## config.mk

```make
export PLATFORM = sky130hd
export DESIGN_NAME = json_string_unescape_decoder_flat
export DESIGN_NICKNAME = d
export VERILOG_FILES = /design/src/hdl/jsud_pkg.sv /design/src/hdl/jsud_if.sv /design/src/hdl/jsud_front.sv /design/src/hdl/jsud_fifo.sv /design/src/hdl/jsud_back.sv /design/src/hdl/json_string_unescape_decoder.sv /design/src/flat_wrapper.sv
export SDC_FILE = /design/constraint.sdc
export NUM_CORES = 1
export LEC_CHECK = 0
export ABC_AREA = 1
export BUFFER_PORTS_ARGS = -buffer_cell sky130_fd_sc_hd__buf_2
export CORE_MARGIN = 8
export CORE_UTILIZATION = 58
export CTS_CLUSTER_DIAMETER = 40
export DETAILED_ROUTE_END_ITERATION = 10
export PLACE_DENSITY = 0.75
export SYNTH_ARGS = -nofsm -noshare
export SYNTH_HDL_FRONTEND = slang
export SYNTH_SLANG_ARGS = --single-unit
```

## constraint.sdc

```tcl
create_clock -name clock -period 3.3 [get_ports clock]
set_input_delay 0.165 -clock clock [delete_from_list [all_inputs] [get_ports clock]]
set_output_delay 0.165 -clock clock [all_outputs]
set_load 0.02 [all_outputs]
```

## src/hdl/jsud_pkg.sv

```systemverilog
// Shared types, character codes and UTF-8 helpers for the JSON string unescape decoder.
`timescale 1ns / 1ps

package jsud_pkg;

   // Character codes seen in the string body
   localparam logic [7:0] CHAR_QUOTE  = 8'h22;
   localparam logic [7:0] CHAR_BSLASH = 8'h5C;
   localparam logic [7:0] CHAR_LOW_B  = 8'h62;
   localparam logic [7:0] CHAR_LOW_F  = 8'h66;
   localparam logic [7:0] CHAR_LOW_N  = 8'h6E;
   localparam logic [7:0] CHAR_LOW_R  = 8'h72;
   localparam logic [7:0] CHAR_LOW_T  = 8'h74;
   localparam logic [7:0] CHAR_LOW_U  = 8'h75;

   // Control characters produced by escapes
   localparam logic [7:0] CTRL_BS = 8'h08;
   localparam logic [7:0] CTRL_FF = 8'h0C;
   localparam logic [7:0] CTRL_LF = 8'h0A;
   localparam logic [7:0] CTRL_CR = 8'h0D;
   localparam logic [7:0] CTRL_HT = 8'h09;

   // UTF-8 lead and continuation markers
   localparam logic [7:0]  UTF8_LEAD2  = 8'hC0;
   localparam logic [7:0]  UTF8_LEAD3  = 8'hE0;
   localparam logic [7:0]  UTF8_CONT   = 8'h80;
   localparam logic [7:0]  UTF8_MASK6  = 8'h3F;
   localparam logic [15:0] UTF8_LIM1   = 16'h0080;
   localparam logic [15:0] UTF8_LIM2   = 16'h0800;

   // Number of bytes taken after a \u escape
   localparam logic [2:0] HEX_BYTES = 3'd4;

   // One queued command: up to three result transactions from one input item
   typedef struct packed {
      logic [1:0] count;     // number of results, 1 to 3
      logic [7:0] byte2;
      logic [7:0] byte1;
      logic [7:0] byte0;
      logic       has_byte;  // results carry decoded bytes
      logic       done;      // last result finishes the string
      logic       quote;     // string finished by a closing quote
   } jsud_cmd_type;

   typedef struct packed {
      logic [1:0] count;
      logic [7:0] byte2;
      logic [7:0] byte1;
      logic [7:0] byte0;
   } jsud_utf8_type;

   typedef struct packed {
      logic       ok;
      logic [3:0] digit;
   } jsud_hex_type;

   // Encode a 16-bit code point as 1 to 3 UTF-8 bytes
   function automatic jsud_utf8_type utf8_encode(input logic [15:0] cp);
      jsud_utf8_type r;
      r = '0;
      if (cp < UTF8_LIM1) begin
         r.count = 2'd1;
         r.byte0 = cp[7:0];
      end else if (cp < UTF8_LIM2) begin
         r.count = 2'd2;
         r.byte0 = UTF8_LEAD2 | {3'b000, cp[10:6]};
         r.byte1 = UTF8_CONT | ({2'b00, cp[5:0]} & UTF8_MASK6);
      end else begin
         r.count = 2'd3;
         r.byte0 = UTF8_LEAD3 | {4'b0000, cp[15:12]};
         r.byte1 = UTF8_CONT | ({2'b00, cp[11:6]} & UTF8_MASK6);
         r.byte2 = UTF8_CONT | ({2'b00, cp[5:0]} & UTF8_MASK6);
      end
      return r;
   endfunction

   // Classify a byte as a hex digit and give its value
   function automatic jsud_hex_type hex_decode(input logic [7:0] c);
      jsud_hex_type r;
      r = '0;
      if (c >= 8'h30 && c <= 8'h39) begin
         r.ok    = 1'b1;
         r.digit = 4'(c - 8'h30);
      end else if (c >= 8'h61 && c <= 8'h66) begin
         r.ok    = 1'b1;
         r.digit = 4'(c - 8'h57);
      end else if (c >= 8'h41 && c <= 8'h46) begin
         r.ok    = 1'b1;
         r.digit = 4'(c - 8'h37);
      end
      return r;
   endfunction

endpackage

```

## src/hdl/jsud_if.sv

```systemverilog
// Request and response channel interfaces of the JSON string unescape decoder.
`timescale 1ns / 1ps

interface jsud_req_if;
   logic       valid;
   logic       ready;
   logic [7:0] data_byte;
   logic       end_of_text;

   modport source(output valid, data_byte, end_of_text, input ready);
   modport sink(input valid, data_byte, end_of_text, output ready);
endinterface

interface jsud_rsp_if;
   logic       valid;
   logic       ready;
   logic [7:0] out_byte;
   logic       byte_valid;
   logic       string_done;
   logic       closed_by_quote;
   logic       last_of_item;

   modport source(output valid, out_byte, byte_valid, string_done, closed_by_quote,
                  last_of_item, input ready);
   modport sink(input valid, out_byte, byte_valid, string_done, closed_by_quote,
                last_of_item, output ready);
endinterface

```

## src/hdl/jsud_front.sv

```systemverilog
// Front end: accepts raw bytes, tracks escape state and queues result commands.
`timescale 1ns / 1ps

module jsud_front
   import jsud_pkg::*;
(
   input  logic         clock,
   input  logic         reset,
   jsud_req_if.sink     req_chan,
   input  logic         cmd_full,
   output logic         cmd_push,
   output jsud_cmd_type cmd_data
);

   localparam logic [1:0] MODE_NORMAL = 2'd0;
   localparam logic [1:0] MODE_ESCAPE = 2'd1;
   localparam logic [1:0] MODE_HEX    = 2'd2;

   logic [1:0]    mode_ff, mode_in;
   logic [15:0]   hex_value_ff, hex_value_in;
   logic [2:0]    hex_count_ff, hex_count_in;
   logic          hex_stopped_ff, hex_stopped_in;
   logic          accept;
   jsud_hex_type  hd;
   logic          hex_take;
   logic [15:0]   hex_next;
   logic [2:0]    count_next;
   logic [7:0]    esc_byte;
   jsud_utf8_type enc;

   assign req_chan.ready = !cmd_full;
   assign accept         = req_chan.valid && !cmd_full;

   // Map the byte after a backslash
   always_comb begin
      unique case (req_chan.data_byte)
         CHAR_LOW_B: esc_byte = CTRL_BS;
         CHAR_LOW_F: esc_byte = CTRL_FF;
         CHAR_LOW_N: esc_byte = CTRL_LF;
         CHAR_LOW_R: esc_byte = CTRL_CR;
         CHAR_LOW_T: esc_byte = CTRL_HT;
         default:    esc_byte = req_chan.data_byte;
      endcase
   end

   // Accumulate hex digits until the first non-digit
   assign hd         = hex_decode(req_chan.data_byte);
   assign hex_take   = !hex_stopped_ff && hd.ok;
   assign hex_next   = hex_take ? {hex_value_ff[11:0], hd.digit} : hex_value_ff;
   assign count_next = hex_count_ff + 3'd1;
   assign enc        = utf8_encode(req_chan.end_of_text ? hex_value_ff : hex_next);

   // Decode the accepted byte and build the queued command
   always_comb begin
      mode_in        = mode_ff;
      hex_value_in   = hex_value_ff;
      hex_count_in   = hex_count_ff;
      hex_stopped_in = hex_stopped_ff;
      cmd_push       = 1'b0;
      cmd_data       = '0;
      cmd_data.count = 2'd1;
      unique case (mode_ff)
         MODE_ESCAPE: begin
            if (req_chan.end_of_text) begin
               cmd_push          = 1'b1;
               cmd_data.has_byte = 1'b1;
               cmd_data.done     = 1'b1;
               mode_in           = MODE_NORMAL;
            end else if (req_chan.data_byte == CHAR_LOW_U) begin
               mode_in        = MODE_HEX;
               hex_value_in   = '0;
               hex_count_in   = '0;
               hex_stopped_in = 1'b0;
            end else begin
               cmd_push          = 1'b1;
               cmd_data.has_byte = 1'b1;
               cmd_data.byte0    = esc_byte;
               mode_in           = MODE_NORMAL;
            end
         end
         MODE_HEX: begin
            if (req_chan.end_of_text || count_next >= HEX_BYTES) begin
               cmd_push          = 1'b1;
               cmd_data.has_byte = 1'b1;
               cmd_data.count    = enc.count;
               cmd_data.byte0    = enc.byte0;
               cmd_data.byte1    = enc.byte1;
               cmd_data.byte2    = enc.byte2;
               cmd_data.done     = req_chan.end_of_text;
               mode_in           = MODE_NORMAL;
               hex_value_in      = '0;
               hex_count_in      = '0;
               hex_stopped_in    = 1'b0;
            end else begin
               hex_value_in   = hex_next;
               hex_count_in   = count_next;
               hex_stopped_in = !hex_take;
            end
         end
         default: begin
            mode_in = MODE_NORMAL;
            if (req_chan.end_of_text) begin
               cmd_push      = 1'b1;
               cmd_data.done = 1'b1;
            end else if (req_chan.data_byte == CHAR_QUOTE) begin
               cmd_push       = 1'b1;
               cmd_data.done  = 1'b1;
               cmd_data.quote = 1'b1;
            end else if (req_chan.data_byte == CHAR_BSLASH) begin
               mode_in = MODE_ESCAPE;
            end else begin
               cmd_push          = 1'b1;
               cmd_data.has_byte = 1'b1;
               cmd_data.byte0    = req_chan.data_byte;
            end
         end
      endcase
      if (!accept) begin
         cmd_push = 1'b0;
      end
   end

   // Advance decode state on each accepted transaction
   always_ff @(posedge clock) begin
      if (reset) begin
         mode_ff        <= MODE_NORMAL;
         hex_value_ff   <= '0;
         hex_count_ff   <= '0;
         hex_stopped_ff <= 1'b0;
      end else if (accept) begin
         mode_ff        <= mode_in;
         hex_value_ff   <= hex_value_in;
         hex_count_ff   <= hex_count_in;
         hex_stopped_ff <= hex_stopped_in;
      end
   end

endmodule

```

## src/hdl/jsud_fifo.sv

```systemverilog
// Short command queue between the front and back ends.
`timescale 1ns / 1ps

module jsud_fifo
   import jsud_pkg::*;
#(
   parameter int DEPTH = 4
) (
   input  logic         clock,
   input  logic         reset,
   input  logic         push,
   input  jsud_cmd_type push_data,
   output logic         full,
   input  logic         pop,
   output logic         head_valid,
   output jsud_cmd_type head_data
);

   localparam int PTR_W = (DEPTH > 1) ? $clog2(DEPTH) : 1;
   localparam int CNT_W = $clog2(DEPTH + 1);

   jsud_cmd_type      entry_ff [DEPTH];
   logic [PTR_W-1:0]  wr_ptr_ff, wr_ptr_in;
   logic [PTR_W-1:0]  rd_ptr_ff, rd_ptr_in;
   logic [CNT_W-1:0]  count_ff, count_in;

   assign full       = (count_ff == CNT_W'(DEPTH));
   assign head_valid = (count_ff != '0);
   assign head_data  = entry_ff[rd_ptr_ff];

   // Advance pointers with wrap at the queue depth
   always_comb begin
      wr_ptr_in = wr_ptr_ff;
      rd_ptr_in = rd_ptr_ff;
      count_in  = count_ff;
      if (push) begin
         wr_ptr_in = (wr_ptr_ff == PTR_W'(DEPTH - 1)) ? '0 : wr_ptr_ff + 1'b1;
      end
      if (pop) begin
         rd_ptr_in = (rd_ptr_ff == PTR_W'(DEPTH - 1)) ? '0 : rd_ptr_ff + 1'b1;
      end
      if (push && !pop) begin
         count_in = count_ff + 1'b1;
      end else if (pop && !push) begin
         count_in = count_ff - 1'b1;
      end
   end

   always_ff @(posedge clock) begin
      if (reset) begin
         wr_ptr_ff <= '0;
         rd_ptr_ff <= '0;
         count_ff  <= '0;
      end else begin
         wr_ptr_ff <= wr_ptr_in;
         rd_ptr_ff <= rd_ptr_in;
         count_ff  <= count_in;
      end
   end

   // Store pushed commands
   always_ff @(posedge clock) begin
      if (push) begin
         entry_ff[wr_ptr_ff] <= push_data;
      end
   end

   a_no_overflow: assert property (@(posedge clock) disable iff (reset)
      !(push && full && !pop))
      else $error("command pushed into full queue");

   a_no_underflow: assert property (@(posedge clock) disable iff (reset)
      !(pop && !head_valid))
      else $error("command popped from empty queue");

endmodule

```

## src/hdl/jsud_back.sv

```systemverilog
// Back end: expands queued commands into response transactions through an output register.
`timescale 1ns / 1ps

module jsud_back
   import jsud_pkg::*;
(
   input  logic         clock,
   input  logic         reset,
   input  logic         head_valid,
   input  jsud_cmd_type head_data,
   output logic         pop,
   jsud_rsp_if.source   rsp_chan
);

   logic [1:0] idx_ff, idx_in;
   logic       rsp_valid_ff, rsp_valid_in;
   logic [7:0] out_byte_ff, out_byte_in;
   logic       byte_valid_ff, byte_valid_in;
   logic       done_ff, done_in;
   logic       quote_ff, quote_in;
   logic       last_ff, last_in;
   logic       load;
   logic       is_last;
   logic [7:0] sel_byte;

   assign load    = !rsp_valid_ff || rsp_chan.ready;
   assign is_last = (idx_ff == head_data.count - 2'd1);

   // Pick the byte of the current result within the command
   always_comb begin
      case (idx_ff)
         2'd1:    sel_byte = head_data.byte1;
         2'd2:    sel_byte = head_data.byte2;
         default: sel_byte = head_data.byte0;
      endcase
   end

   // Load the next result into the output register; drop the command after its last
   always_comb begin
      pop           = 1'b0;
      idx_in        = idx_ff;
      rsp_valid_in  = rsp_valid_ff;
      out_byte_in   = out_byte_ff;
      byte_valid_in = byte_valid_ff;
      done_in       = done_ff;
      quote_in      = quote_ff;
      last_in       = last_ff;
      if (load) begin
         rsp_valid_in = head_valid;
         if (head_valid) begin
            out_byte_in   = head_data.has_byte ? sel_byte : 8'h00;
            byte_valid_in = head_data.has_byte;
            done_in       = head_data.done && is_last;
            quote_in      = head_data.done && head_data.quote && is_last;
            last_in       = is_last;
            pop           = is_last;
            idx_in        = is_last ? 2'd0 : idx_ff + 2'd1;
         end
      end
   end

   always_ff @(posedge clock) begin
      if (reset) begin
         idx_ff       <= '0;
         rsp_valid_ff <= 1'b0;
      end else begin
         idx_ff       <= idx_in;
         rsp_valid_ff <= rsp_valid_in;
      end
   end

   always_ff @(posedge clock) begin
      out_byte_ff   <= out_byte_in;
      byte_valid_ff <= byte_valid_in;
      done_ff       <= done_in;
      quote_ff      <= quote_in;
      last_ff       <= last_in;
   end

   assign rsp_chan.valid           = rsp_valid_ff;
   assign rsp_chan.out_byte        = out_byte_ff;
   assign rsp_chan.byte_valid      = byte_valid_ff;
   assign rsp_chan.string_done     = done_ff;
   assign rsp_chan.closed_by_quote = quote_ff;
   assign rsp_chan.last_of_item    = last_ff;

   a_idx_in_range: assert property (@(posedge clock) disable iff (reset)
      head_valid |-> (idx_ff < head_data.count))
      else $error("result index beyond command length");

   a_item_continues: assert property (@(posedge clock) disable iff (reset)
      (rsp_valid_ff && !last_ff) |=> rsp_valid_ff)
      else $error("gap inside the results of one item");

   a_done_is_last: assert property (@(posedge clock) disable iff (reset)
      (rsp_valid_ff && done_ff) |-> last_ff)
      else $error("string finished before the last result of its item");

endmodule

```

## src/hdl/json_string_unescape_decoder.sv

```systemverilog
// Top level of the JSON string unescape decoder.
`timescale 1ns / 1ps

// Decodes the body of a JSON string, one byte per request transaction, into
// unescaped bytes, with \u escapes turned into 1 to 3 UTF-8 bytes. A request
// is taken every cycle while the command queue has room; a request that
// yields results has its command written into the queue, and its first
// result then moves from the queue head into the output register.
// The response port delivers one transaction per cycle while it is ready, so
// an item with a two- or three-byte \u expansion occupies the output register
// for one transaction per byte, and the queue of QUEUE_DEPTH commands absorbs
// those bursts and any response stalls. Items with no result (a backslash, the
// first bytes of a \u escape) reach the queue not at all.
module json_string_unescape_decoder
   import jsud_pkg::*;
#(
   parameter int QUEUE_DEPTH = 4
) (
   input  logic       clock,
   input  logic       reset,
   jsud_req_if.sink   req_chan,
   jsud_rsp_if.source rsp_chan
);

   logic         cmd_push;
   logic         cmd_full;
   logic         cmd_pop;
   logic         head_valid;
   jsud_cmd_type cmd_data;
   jsud_cmd_type head_data;

   jsud_front u_front (
      .clock    (clock),
      .reset    (reset),
      .req_chan (req_chan),
      .cmd_full (cmd_full),
      .cmd_push (cmd_push),
      .cmd_data (cmd_data)
   );

   jsud_fifo #(
      .DEPTH (QUEUE_DEPTH)
   ) u_fifo (
      .clock      (clock),
      .reset      (reset),
      .push       (cmd_push),
      .push_data  (cmd_data),
      .full       (cmd_full),
      .pop        (cmd_pop),
      .head_valid (head_valid),
      .head_data  (head_data)
   );

   jsud_back u_back (
      .clock      (clock),
      .reset      (reset),
      .head_valid (head_valid),
      .head_data  (head_data),
      .pop        (cmd_pop),
      .rsp_chan   (rsp_chan)
   );

endmodule
```

## src/flat_wrapper.sv

```systemverilog
// flat-port wrapper written by rule: the top's interface ports become plain ports
module json_string_unescape_decoder_flat import jsud_pkg::*;
#(
   parameter int QUEUE_DEPTH = 4
)
  (clock, reset, req_chan_valid, req_chan_data_byte, req_chan_end_of_text, req_chan_ready, rsp_chan_valid, rsp_chan_out_byte, rsp_chan_byte_valid, rsp_chan_string_done, rsp_chan_closed_by_quote, rsp_chan_last_of_item, rsp_chan_ready);
  jsud_req_if req_chan_i ();
  jsud_rsp_if rsp_chan_i ();
  input  logic clock;
  input  logic reset;
  input wire logic [$bits(req_chan_i.valid)-1:0] req_chan_valid;
  input wire logic [$bits(req_chan_i.data_byte)-1:0] req_chan_data_byte;
  input wire logic [$bits(req_chan_i.end_of_text)-1:0] req_chan_end_of_text;
  output wire logic [$bits(req_chan_i.ready)-1:0] req_chan_ready;
  output wire logic [$bits(rsp_chan_i.valid)-1:0] rsp_chan_valid;
  output wire logic [$bits(rsp_chan_i.out_byte)-1:0] rsp_chan_out_byte;
  output wire logic [$bits(rsp_chan_i.byte_valid)-1:0] rsp_chan_byte_valid;
  output wire logic [$bits(rsp_chan_i.string_done)-1:0] rsp_chan_string_done;
  output wire logic [$bits(rsp_chan_i.closed_by_quote)-1:0] rsp_chan_closed_by_quote;
  output wire logic [$bits(rsp_chan_i.last_of_item)-1:0] rsp_chan_last_of_item;
  input wire logic [$bits(rsp_chan_i.ready)-1:0] rsp_chan_ready;
  assign req_chan_i.valid = req_chan_valid;
  assign req_chan_i.data_byte = req_chan_data_byte;
  assign req_chan_i.end_of_text = req_chan_end_of_text;
  assign req_chan_ready = req_chan_i.ready;
  assign rsp_chan_valid = rsp_chan_i.valid;
  assign rsp_chan_out_byte = rsp_chan_i.out_byte;
  assign rsp_chan_byte_valid = rsp_chan_i.byte_valid;
  assign rsp_chan_string_done = rsp_chan_i.string_done;
  assign rsp_chan_closed_by_quote = rsp_chan_i.closed_by_quote;
  assign rsp_chan_last_of_item = rsp_chan_i.last_of_item;
  assign rsp_chan_i.ready = rsp_chan_ready;
  json_string_unescape_decoder #(.QUEUE_DEPTH(QUEUE_DEPTH)) u_core (.clock(clock), .reset(reset), .req_chan(req_chan_i), .rsp_chan(rsp_chan_i));
endmodule
```

==> results of run 1 <==
[power by group through the flow]
stage               combinational, mW  clock [mW]  sequential (mW)
CTS                              1.58        2.14             2.49
global placement                 1.54           0             2.52
global route                     1.76        2.21             2.52
floorplan                       0.967           0             2.62
finish                           1.58        2.12             2.49
detailed placement               1.57           0             2.53
[final cells by class]
| cell class | count | area (sq um) |
|---|---|---|
| sequential | 150 | 4160 |
| fill | 1024 | 4160 |
| multi-input combinational | 524 | 2780 |
| clock buffer | 18 | 429 |
| inverter | 72 | 277 |
| timing repair buffer | 45 | 273 |
| clock inverter | 14 | 224 |
| tap | 172 | 215 |
[registers in the layout, summed over array words and instances (netlist names), 2 cells and up, named ones only]
signal / flops
u_core.u_back.idx_ff: 2
u_core.u_fifo.count_ff: 3
u_core.u_back.rsp_chan.out_byte: 8
u_core.u_front.hex_value_ff: 16
u_core.u_fifo.wr_ptr_ff: 2
u_core.u_front.mode_ff: 2
u_core.u_fifo.rd_ptr_ff: 2
u_core.u_front.hex_count_ff: 3
u_core.u_fifo.entry_ff: 104
[critical path: stages, from the launching register on]
cell and delay, ns:
dfxtp_1 0.36, clkinv_1 0.28, nand3_1 0.21, nand2_1 0.08
xor2_1 0.16, o21bai_1 0.16, nand2_1 0.19, nor2_1 0.09
inv_1 0.10, ha_1 0.15, inv_1 0.07, fa_1 0.43
a21oi_1 0.14, o21ai_0 0.11, o21ai_0 0.16, a21oi_1 0.05
[cells in the mapped netlist (2+ instances only)]
cell type / instances
o21ai_0: 59
a21o_1: 3
a2bb2oi_1: 3
a211oi_2: 3
clkbuf_1: 23
nand2_4: 7
o22ai_1: 19
buf_2: 3
a211oi_1: 5
nor2_1: 75
edfxtp_1: 116
inv_2: 8
nand3_2: 4
inv_1: 60
dfxtp_1: 34
ha_1: 16
a21oi_1: 29
nor2_4: 4
o21ai_1: 6
nand2_1: 170
or2_2: 8
nor4_1: 2
o211ai_1: 8
nor3_1: 6
clkinv_1: 2
nand3_1: 62
buf_4: 3
nand2_2: 5
nand4_1: 9
a31oi_1: 3
xor2_1: 3
[final timing paths]
check | from | endpoint | slack [ns] | depth (start not counted)
min | rsp_chan_ready | u_core.u_back.rsp_chan.valid$_SDFFE_PP0P_ | 0.09 | 4
max reg2reg | flop | u_core.u_fifo.count_ff[2]$_SDFFE_PP0P_ | 0.45 | 15
max | flop | u_core.u_fifo.count_ff[2]$_SDFFE_PP0P_ | 0.45 | 15
min reg2reg | u_core.u_front.hex_value_ff[2]$_SDFFE_PP0P_ | u_core.u_front.hex_value_ff[2]$_SDFFE_PP0P_ | 0.47 | 2
[cell families after synthesis]
kind of cell | after synthesis | synth area share, %
buffers and inverters | 103 | 5.80
adder cells (fa/ha/maj) | 17 | 2.99
multiplexers | 1 | 0.136
flip-flops | 150 | 56.6
AO/OA/AOI/OAI | 144 | 11.5
AND/OR/NAND/NOR | 359 | 22.6
XOR/XNOR | 3 | 0.357
[layer usage]
metal,up-vias,GRT usage [%],part of all wire [%]
li1,2750,-,-
met1,2593,26.4,42
met2,214,37.0,49
met3,37,4.80,6.1
met4,0,10.2,3.1
met5,-,0,0
[per-stage QoR]
step           setup slack [ns]  cell area [sq um]  util (%)  hold slack (ns)  total power, mW
6_report                  0.449               8360      66.8           0.0947             6.19
5_1_grt                   0.164               8360      66.8            0.143             6.50
4_1_cts                   0.439               8360      66.8           0.0877             6.21
3_5_place_dp              0.415               7710      61.6            0.457             4.10
3_3_place_gp              0.480               7710      61.6            0.455             4.05
2_1_floorplan             0.567               7360         -            0.400             3.58
==> summary.md, run 1 <==
| Metric | Value |
|---|---|
| Outcome | `finished, final reports clean` |
| Combinational fraction of design power | `25.5%` |
| Worst-Skew Late Latency | `0.42 ns` |
| First DRT Iteration DRCs | `462` |
| Layout Area Growth over Synthesis | `13.6%` |
| Sequential power share | `40.2%` |
| Nets@finish | `840` |
| # IOs | `27` |
| Post-synth ARST share | `0%` |
| Drt pass-1 iters | `5` |
| Synthesis Warnings | `0` |
| #FFs+latches synth | `150` |
| Post-detail-place hpwl | `11900 um` |
| First-pass GRT wire length | `27800 um` |
| CTS sink cnt | `150` |
| Clock power frac | `34.2%` |
| Setup TNS | `0 ns` |
| Most frequent cells in the layout | `nand2_1 (170), edfxtp_1 (116), nor2_1 (71), nand3_1 (62), inv_1 (60)` |
| Number of max-cap violations | `0` |
| Syn avg cell area | `9.47 sq um` |
| Final period utilization | `86.4%` |
| Clk slew on worst S/H paths | `0.06 ns` |
| Critical path launch point type | `flop` |
| Post-route minimum period | `2.85 ns` |
| Synth unique cells | `50` |
| GR Util All Layers | `21.9%` |
| Initial antenna violation count | `0` |
| WL/cell | `17.1 um` |
| Worst clock skew | `0.00787 ns` |
| Setup Buffers After CTS | `0` |
| Worst-Margin Slew | `0.611 ns` |
| Total number of vias | `5594` |
| Critical Path Fanout Max | `11` |
| Layout cells sized above 1 | `15.6%` |
| Placeable Area | `12500 sq um` |
| RSZ-0062 raised after global routing | `false` |
| Pin count of the biggest net entering global routing | `31` |
| Mapped Cells | `777` |
| Post-synthesis net count | `807` |
| CTS Buf Count | `17` |
| Ys flop type | `edfxtp_1` |
| Cts hold-fix bufs | `0` |
| Initial Util | `58.8%` |
| Switching power | `1.96 mW` |
| GR Overflow Total | `0` |
| EDFF count, synth | `116` |
| CTS H-tree depth | `4` |
| Setup violators final | `0` |
| Clock Path Buffers | `2` |
| Post-CTS sizing | `0` |
| VDD IR-drop max | `0.000334 V` |
| Final cell count without fillers | `995` |
| Worst path arrival time | `3.16 ns` |
| Row cnt | `41` |
| Setup CP Type | `reg2reg` |
| Top post-synthesis cells by area | `edfxtp_1 (47%), dfxtp_1 (9.3%), nand2_1 (8.7%)` |
| Power per cell area | `740 nW/um^2` |
| Yosys top cell by area | `edfxtp_1` |
| Floorplan die width | `129 um` |
| CTS tree | `built` |
| Tightest Hold Check Type | `in2reg` |
| Slew HR | `59.0%` |
| Post-synthesis cell area | `7360 sq um` |
| Antenna diodes | `0` |
| Achievable Freq | `351 MHz` |
| Die ar. | `16500 sq um` |
| Final Hold Vio Count | `0` |
| Die Y-Extent | `129 um` |
| IO buf count | `26` |
| Number of global-route vias before repair | `5503` |
| Remaining routing DRC violations | `0` |
| Root Buffer | `clkbuf_16` |
| Net Sw Frac | `31.7%` |
| Gpl congestion | `0.905` |
| Top cell type's share of synthesized area | `47.3%` |
| Slew Viols, Final | `0` |
| Crit. End Element | `flop` |
| Int Pwr | `4.23 mW` |
| Commonest non-fill, non-tap cell in the layout | `nand2_1` |
| WP data required | `3.60 ns` |
| Static Leakage | `3.27 nW` |
| Sequential-to-total area share from yosys stat | `56.6%` |
| ANT nets after route | `0` |
| Post-Route WL | `17000 um` |
| DP Cell Count | `963` |
| Vias/cell | `5.62` |
Note: power is estimated with default switching activity, not from simulation.
==> run 2: changes to the inputs <==
- ABC_AREA: 1 -> default
- REMOVE_ABC_BUFFERS: default -> 1
==> run 2 against run 1 <==
- sequential share of layout area up 2.9 points
- sequential power fell by 3%
- hold slack worse by 0.070 ns
- setup slack worse by 0.21 ns
- cell count is 28% lower
- critical path depth fell by 4
- global-route usage is 2.8 points lower
- final area decreased by 5.4%
- via count down 21%
- first-iteration DRC count fell by 21%
- critical endpoint unchanged
==> summary.md, run 2 <==
| Metric | Value |
|---|---|
| Remaining routing DRC violations | `0 (unchanged)` |
| Floorplan die width | `126 um (-2.2%)` |
| Drt pass-1 iters | `4 (-1)` |
| Number of global-route vias before repair | `4561 (-17%)` |
| # IOs | `27 (unchanged)` |
| Most prevalent standard cell on the critical path | `inv_1` |
| Achievable Freq | `327 MHz (-6.8%)` |
| Clk slew on worst S/H paths | `0.06 ns (about the same)` |
| Max stage delay on crit path | `0.53 ns (+0.10 ns)` |
| Max reg flops | `104 (unchanged)` |
| Setup TNS | `0 ns (unchanged)` |
| Worst-Margin Slew | `0.883 ns (+0.272 ns)` |
| Slew Viols, Final | `0 (unchanged)` |
| Post-synth ARST share | `0% (unchanged)` |
| Worst path arrival time | `3.40 ns (+0.24 ns)` |
| GR Overflow Total | `0 (unchanged)` |
| WP data required | `3.64 ns (+0.04 ns)` |
| Post-synthesis cell area | `6990 sq um (-5.0%)` |
| Synth unique cells | `68 (+36%)` |
| Compound-Gate Fraction of Synth Area | `11.1% (-0.40 points)` |
| Yosys top cell by area | `edfxtp_1` |
| Worst-Skew Late Latency | `0.42 ns (about the same)` |
| Post-Route WL | `14600 um (-14%)` |
| Die Y-Extent | `126 um (-2.2%)` |
| Synth Area in XOR/XNOR | `0.626% (+0.27 points)` |
| Gpl congestion | `0.907 (+0.21%)` |
| IO buf count | `26 (unchanged)` |
| EDFF count, synth | `116 (unchanged)` |
| Largest family of logic cells by synthesized area | `simple AND/OR/NAND/NOR gates` |
| Top reg by flops | `u_core.u_fifo.entry_ff` |
| Tightest Hold Check Type | `in2reg` |
| Synthesis Warnings | `0 (unchanged)` |
| Worst clock skew | `0.0165 ns (+0.00861 ns)` |
| Setup violators final | `0 (unchanged)` |
| CTS sink cnt | `150 (unchanged)` |
| #FFs+latches synth | `150 (unchanged)` |
| WL/cell | `20.5 um (+20%)` |
| CTS tree | `built` |
| Power per cell area | `718 nW/um^2 (-2.9%)` |
| Post-route minimum period | `3.06 ns (+0.207 ns)` |
| First-pass GRT wire length | `23500 um (-15%)` |
| Clock Path Buffers | `2 (unchanged)` |
| Placeable Area | `11900 sq um (-4.8%)` |
| RSZ-0062 raised after global routing | `false` |
| Most frequent cells in the layout | `edfxtp_1 (116), nor2_1 (36), dfxtp_1 (33), nand2_1 (30)` |
| Slowest cell on crit path | `mux4_2` |
| GR Util All Layers | `19.2% (-2.8 points)` |
| Ys flop type | `edfxtp_1` |
| First DRT Iteration DRCs | `364 (-21%)` |
| Top cell type's share of synthesized area | `49.8% (+2.5 points)` |
| Number of max-cap violations | `0 (unchanged)` |
| CTS H-tree depth | `4 (unchanged)` |
| ANT nets after route | `0 (unchanged)` |
| Syn avg cell area | `13.5 sq um (+43%)` |
| Outcome | `finished, final reports clean` |
| Synth Area in Adders | `3.15% (+0.16 points)` |
| Critical Path Fanout Max | `4 (-7)` |
| Root Buffer | `clkbuf_16` |
| Initial antenna violation count | `0 (unchanged)` |
| CP Cell Sequence | `mux4_2, xnor2_1, mux2i_1, and2_1, inv_1, ha_1, inv_1, fa_1, xor2_1, or3_1, a21oi_1` |
| Setup Buffers After CTS | `0 (unchanged)` |
| Row cnt | `40 (-2.4%)` |
| VDD IR-drop max | `0.000389 V (+16%)` |
| Layout cells sized above 1 | `20.0% (+4.4 points)` |
| CTS Buf Count | `17 (unchanged)` |
| Critical path launch point type | `flop` |
| Nets@finish | `582 (-31%)` |
| Pin count of the biggest net entering global routing | `27 (-13%)` |
| Mapped Cells | `516 (-34%)` |
| Vias/cell | `6.24 (+11%)` |
| Simple-gate share of the synthesized area | `11.9% (-11 points)` |
| Cts hold-fix bufs | `0 (unchanged)` |
| Die ar. | `15800 sq um (-4.4%)` |
| Slew HR | `40.9% (-18 points)` |
| Most common cell in the netlist | `edfxtp_1` |
| Static Leakage | `2.82 nW (-14%)` |
| Post-detail-place hpwl | `9890 um (-17%)` |
| Commonest non-fill, non-tap cell in the layout | `edfxtp_1` |
| Final Hold Vio Count | `0 (unchanged)` |
| Mux contribution to synthesized area | `11.0% (+11 points)` |
| Top post-synthesis cells by area | `edfxtp_1 (50%), dfxtp_1 (9.7%), mux4_2 (8.4%)` |
| Total power | `5.68 mW (-8.2%)` |
| Commonest cells post-synth | `edfxtp_1 (116), nor2_1 (36), dfxtp_1 (34)` |
| Initial Util | `58.7% (-0.10 points)` |
| Layout Area Growth over Synthesis | `13.1%` |
| Setup CP Type | `reg2reg` |
| Total number of vias | `4441 (-21%)` |
| Crit. End Element | `flop` |
| Final period utilization | `92.7% (+6.3 points)` |
| Post-CTS sizing | `0 (unchanged)` |
| Hold_sp | `rsp_chan_ready` |
| Sequential-to-total area share from yosys stat | `59.6% (+3.0 points)` |
| Antenna diodes | `0 (unchanged)` |
| Fill cell count | `858 (-16%)` |
-- run 2: cell count changes after synthesis, moves of 20 or more --
cell,delta
o21ai_0,-39
nor2_1,-39
mux4_2,+26
nand3_1,-59
nand2_1,-140
inv_1,-40
and2_1,+20
-- run 2: cell families after synthesis --
logic type | count (synthesis)
AOI/OAI and AO/OA | 108
DFF | 150
muxes | 44
and+or+nand+nor | 147
buffers and inverters | 45
xor gates and xnor gates | 5
adders and majority gates | 17
-- run 2: path summary, 6_finish.rpt --
kind                                                      end  slack (ns)  depth (start not counted)
setup / recovery       u_core.u_fifo.count_ff[2]$_SDFFE_PP0P_        0.24                         11
hold / removal      u_core.u_back.rsp_chan.valid$_SDFFE_PP0P_        0.02                          4
setup reg to reg       u_core.u_fifo.count_ff[2]$_SDFFE_PP0P_        0.24                         11
hold reg to reg   u_core.u_front.hex_count_ff[1]$_SDFFE_PP0P_        0.49                          2
-- run 2: area by class of cell --
class                      instances  area [sq um]  area share (%)
clock buffer                      23           510            6.46
clock inverter                     9          87.6            1.11
inverter                          21          78.8           0.997
multi-input combinational        321          2640            33.3
sequential                       150          4170            52.7
tap                              147           184            2.33
timing repair buffer              41           243            3.07
-- run 2: routing by layer --
| layer | vias up | wire length (um) | GRT usage [%] |
|---|---|---|---|
| li1 | 2065 | - | - |
| met1 | 2242 | 6500 | 23.7 |
| met2 | 117 | 7250 | 31.8 |
| met3 | 17 | 626 | 4.26 |
| met4 | 0 | 258 | 8.35 |
| met5 | - | 0 | 0 |
-- run 2: worst max-delay path, delay by kind of cell, from the launching register on --
kind / cells / cell delay, ns
muxes: 2 / 0.66
adders and majority gates: 2 / 0.62
and+or+nand+nor: 2 / 0.56
xor gates and xnor gates: 2 / 0.40
DFF: 1 / 0.36
AOI/OAI and AO/OA: 1 / 0.19
buffers and inverters: 2 / 0.17
-- run 2: report_power, final --
group / total (mW) / switching, mW / internal [mW]
clock: 1.90 / 0.731 / 1.17
combinational: 1.36 / 0.804 / 0.553
sequential: 2.42 / 0.0905 / 2.33
-- run 2: per-stage QoR --
| step | utilization (%) | hold slack (ns) | std cells | cell area [sq um] | setup WS, ns |
|---|---|---|---|---|---|
| 3_3_place_gp | 61.3 | 0.432 | 680 | 7310 | 0.508 |
| 6_report | 66.4 | 0.0247 | 712 | 7910 | 0.242 |
| 5_1_grt | 66.4 | 0.0182 | 712 | 7910 | 0.167 |
| 4_1_cts | 66.4 | 0.0130 | 712 | 7910 | 0.281 |
| 3_5_place_dp | 61.3 | 0.464 | 680 | 7310 | 0.327 |
| 2_1_floorplan | - | 0.234 | 492 | 6880 | -0.472 |
==> run 3: changes to the inputs <==
- CELL_PAD_IN_SITES_DETAIL_PLACEMENT: default -> 0
- CELL_PAD_IN_SITES_GLOBAL_PLACEMENT: default -> 1
- CORE_UTILIZATION: 58 -> 52
- PLACE_DENSITY: 0.75 -> 0.8
- clock period: 3.3 -> 3.05 ns (I/O delays scaled with it)
==> run 3 against run 2 <==
- largest cell class unchanged
- die area grew 10%
- sequential power increased by 8.3%
- total power grew 7.4%
- count of clock-buffer cells in the layout down 6
- flip-flop and latch count did not move
- clock power up 4%
- core utilization down 5.6 points
- clock skew is 0.0061 ns lower
- cell count up 5.6%
- register-to-register slack worse by 0.08 ns
- highest routed layer unchanged
- largest power group unchanged
- critical path depth did not move
- final area is 1.4% higher
- critical endpoint unchanged
==> summary.md, run 3 (synthesis gave the netlist of run 2 again) <==
| Metric | Value |
|---|---|
| Flop2flop setup slack | `0.16 ns (-0.08 ns)` |
| Slowest cell on crit path | `mux4_2` |
| Antenna diodes | `0 (unchanged)` |
| Levels on crit path | `11 (unchanged)` |
| Most frequent cells in the layout | `edfxtp_1 (116), nor2_1 (36), dfxtp_1 (33), nand2_1 (30)` |
| Power per cell area | `761 nW/um^2 (+5.9%)` |
| Fill cell count | `1044 (+22%)` |
| Total number of vias | `4405 (-0.81%)` |
| First DRT Iteration DRCs | `233 (-36%)` |
| Final Hold Vio Count | `0 (unchanged)` |
| Pin count of the biggest net entering global routing | `27 (unchanged)` |
| Gpl congestion | `0.845 (-6.8%)` |
| Number of cells on the worst hold path | `2 (-2)` |
| IO buf count | `26 (unchanged)` |
| DP Area | `7420 sq um (+1.5%)` |
| CTS H-tree depth | `4 (unchanged)` |
| Total power | `6.10 mW (+7.4%)` |
| Final cell count without fillers | `752 (+5.6%)` |
| Worst path bufs/invs | `2 (unchanged)` |
| Final period utilization | `94.7% (+2.1 points)` |
| Max stage delay on crit path | `0.55 ns (+0.02 ns)` |
| Nets@finish | `593 (+1.9%)` |
| Root Buffer | `clkbuf_16` |
| Critical R2R Capture | `u_core.u_fifo.count_ff[2]$_SDFFE_PP0P_` |
| Layout Area Growth over Synthesis | `14.7%` |
| Final Cell Area | `8020 sq um (+1.4%)` |
| Hold slack final | `0.136 ns (+0.111 ns)` |
| GR Util All Layers | `17.4% (-1.8 points)` |
| Hold Path Sink | `u_core.u_fifo.wr_ptr_ff[1]$_SDFFE_PP0P_` |
| Post-Route WL | `14600 um (-0.27%)` |
| # IOs | `27 (unchanged)` |
| Layout cells sized above 1 | `22.2% (+2.2 points)` |
| CTS sink cnt | `150 (unchanged)` |
| Post-route minimum period | `2.89 ns (-0.169 ns)` |
| Outcome | `finished, final reports clean` |
| First-pass GRT wire length | `23700 um (+0.62%)` |
| Remaining routing DRC violations | `0 (unchanged)` |
| Slew Viols, Final | `0 (unchanged)` |
| CP top delay family | `multiplexers` |
| Placeable Area | `13200 sq um (+11%)` |
| VDD IR-drop max | `0.000470 V (+21%)` |
| Drt pass-1 iters | `4 (unchanged)` |
| Number of global-route vias before repair | `4471 (-2.0%)` |
| ANT nets after route | `0 (unchanged)` |
| Number of max-cap violations | `0 (unchanged)` |
| Switching power | `1.81 mW (+11%)` |
| Net Sw Frac | `29.6% (+0.97 points)` |
| GR Overflow Total | `0 (unchanged)` |
| CTS Buf Count | `17 (unchanged)` |
| Top reg by flops | `u_core.u_fifo.entry_ff` |
| Setup TNS | `0 ns (unchanged)` |
| Combinational fraction of design power | `24.5% (+0.6 points)` |
| CP Cell Sequence | `mux4_2, xnor2_2, mux2i_1, and2_1, inv_1, ha_2, inv_1, fa_1, xor2_1, or3_1, a21oi_1` |
| Worst-Skew Late Latency | `0.42 ns (about the same)` |
| FF+latch area | `4170 sq um (unchanged)` |
| Reg2Reg Depth | `11 (unchanged)` |
| Post-detail-place hpwl | `9840 um (-0.49%)` |
| Worst-Margin Slew | `0.599 ns (-0.284 ns)` |
| Critical Path Fanout Max | `3 (-1)` |
| Clk slew on worst S/H paths | `0.06 ns (about the same)` |
| Vias/cell | `5.86 (-6.1%)` |
| Int Pwr | `4.29 mW (+5.9%)` |
| Critical path launch point type | `flop` |
| Setup violators final | `0 (unchanged)` |
| Row cnt | `42 (+5.0%)` |
| Die Y-Extent | `132 um (+4.9%)` |
| Die ar. | `17400 sq um (+10%)` |
| Clock Path Buffers | `2 (unchanged)` |
| Max reg flops | `104 (unchanged)` |
| Floorplan die width | `132 um (+4.9%)` |
| WP data required | `3.39 ns (-0.25 ns)` |
| Initial antenna violation count | `0 (unchanged)` |
| WL/cell | `19.4 um (-5.6%)` |
| Most prevalent standard cell on the critical path | `inv_1` |
| DP Cell Count | `719 (+5.7%)` |
| Sequential power share | `42.9% (+0.3 points)` |
| Clock power frac | `32.5% (-1.0 points)` |
| Tightest Hold Check Type | `in2reg` |
| Initial Util | `53.0% (-5.7 points)` |
| Slew HR | `59.7% (+19 points)` |
| Worst clock skew | `0.0104 ns (-0.00612 ns)` |
| RSZ-0062 raised after global routing | `false` |
| Commonest non-fill, non-tap cell in the layout | `edfxtp_1` |
| Multi-input logic area | `2650 sq um (+0.38%)` |
| Achievable Freq | `346 MHz (+5.8%)` |
| Hold_sp | `reset` |
| CTS tree | `built` |
| Crit. End Element | `flop` |
| Worst path arrival time | `3.23 ns (-0.17 ns)` |
| Static Leakage | `2.85 nW (+1.0%)` |
| Setup CP Type | `reg2reg` |
==> run 3: cell types whose count changed in the layout (fill, tap and decap cells not counted), moves of 2 or more <==
cell,previous run,this run
buf_4,15,24
clkbuf_1,2,0
clkbuf_16,19,17
clkbuf_8,2,0
clkinv_4,3,5
clkinvlp_4,0,4
==> run 3: how the worst max path moves through the flow <==
stage | from | endpoint
finish | flop | u_core.u_fifo.count_ff[2]$_SDFFE_PP0P_
global route | flop | u_core.u_fifo.count_ff[2]$_SDFFE_PP0P_
CTS | flop | u_core.u_fifo.count_ff[2]$_SDFFE_PP0P_
detailed placement | flop | u_core.u_fifo.count_ff[2]$_SDFFE_PP0P_
global placement | flop | u_core.u_fifo.count_ff[2]$_SDFFE_PP0P_
floorplan | flop | u_core.u_fifo.count_ff[2]$_SDFFE_PP0P_
==> run 3: worst register-to-register path, stage by stage, from the launching register on <==
cell and delay (ns):
dfxtp_2 0.37, mux4_2 0.55, xnor2_2 0.16, mux2i_1 0.15, and2_1 0.20, inv_1 0.06, ha_2 0.18, inv_1 0.06
fa_1 0.43, xor2_1 0.18, or3_1 0.31, a21oi_1 0.16
==> run 3: final cells by class <==
| cell class | count | area share, % |
|---|---|---|
| Timing Repair Buffer | 52 | 4.18 |
| Multi-Input combinational cell | 321 | 33.0 |
| Tap cell | 176 | 2.75 |
| Inverter | 21 | 0.983 |
| Clock inverter | 15 | 1.83 |
| Sequential cell | 150 | 52.0 |
| Clock buffer | 17 | 5.31 |
==> run 3: power groups by stage <==
stage	logic (mW)	clock network [mW]	registers, mW
6_report	1.50	1.98	2.62
3_5_place_dp	1.49	0	2.66
4_1_cts	1.51	2.02	2.62
5_1_grt	1.65	2.11	2.65
2_1_floorplan	0.836	0	2.82
3_3_place_gp	1.46	0	2.64
==> run 3: what timing repair did <==
action                                  CTS  global route
buffers inserted                          0             0
hold endpoints to repair                  1             0
resized for setup                         0             4
endpoints found under the setup margin    0             1
hold buffers                              1             0
==> run 3: per-stage QoR <==
step	worst slack [ns]	util, %
finish	0.161	60.8
global route	0.00988	60.8
CTS	0.0978	60.7
detailed placement	0.191	56.2
global placement	0.296	56.2
floorplan	-0.722	-
==> run 3: metal layers <==
layer | global-route usage [%] | vias up | wire (um)
met3 | 4.80 | 22 | 682
met5 | 0 | - | 0
met2 | 28.4 | 120 | 7210
li1 | - | 2093 | -
met1 | 21.9 | 2170 | 6450
met4 | 5.68 | 0 | 248
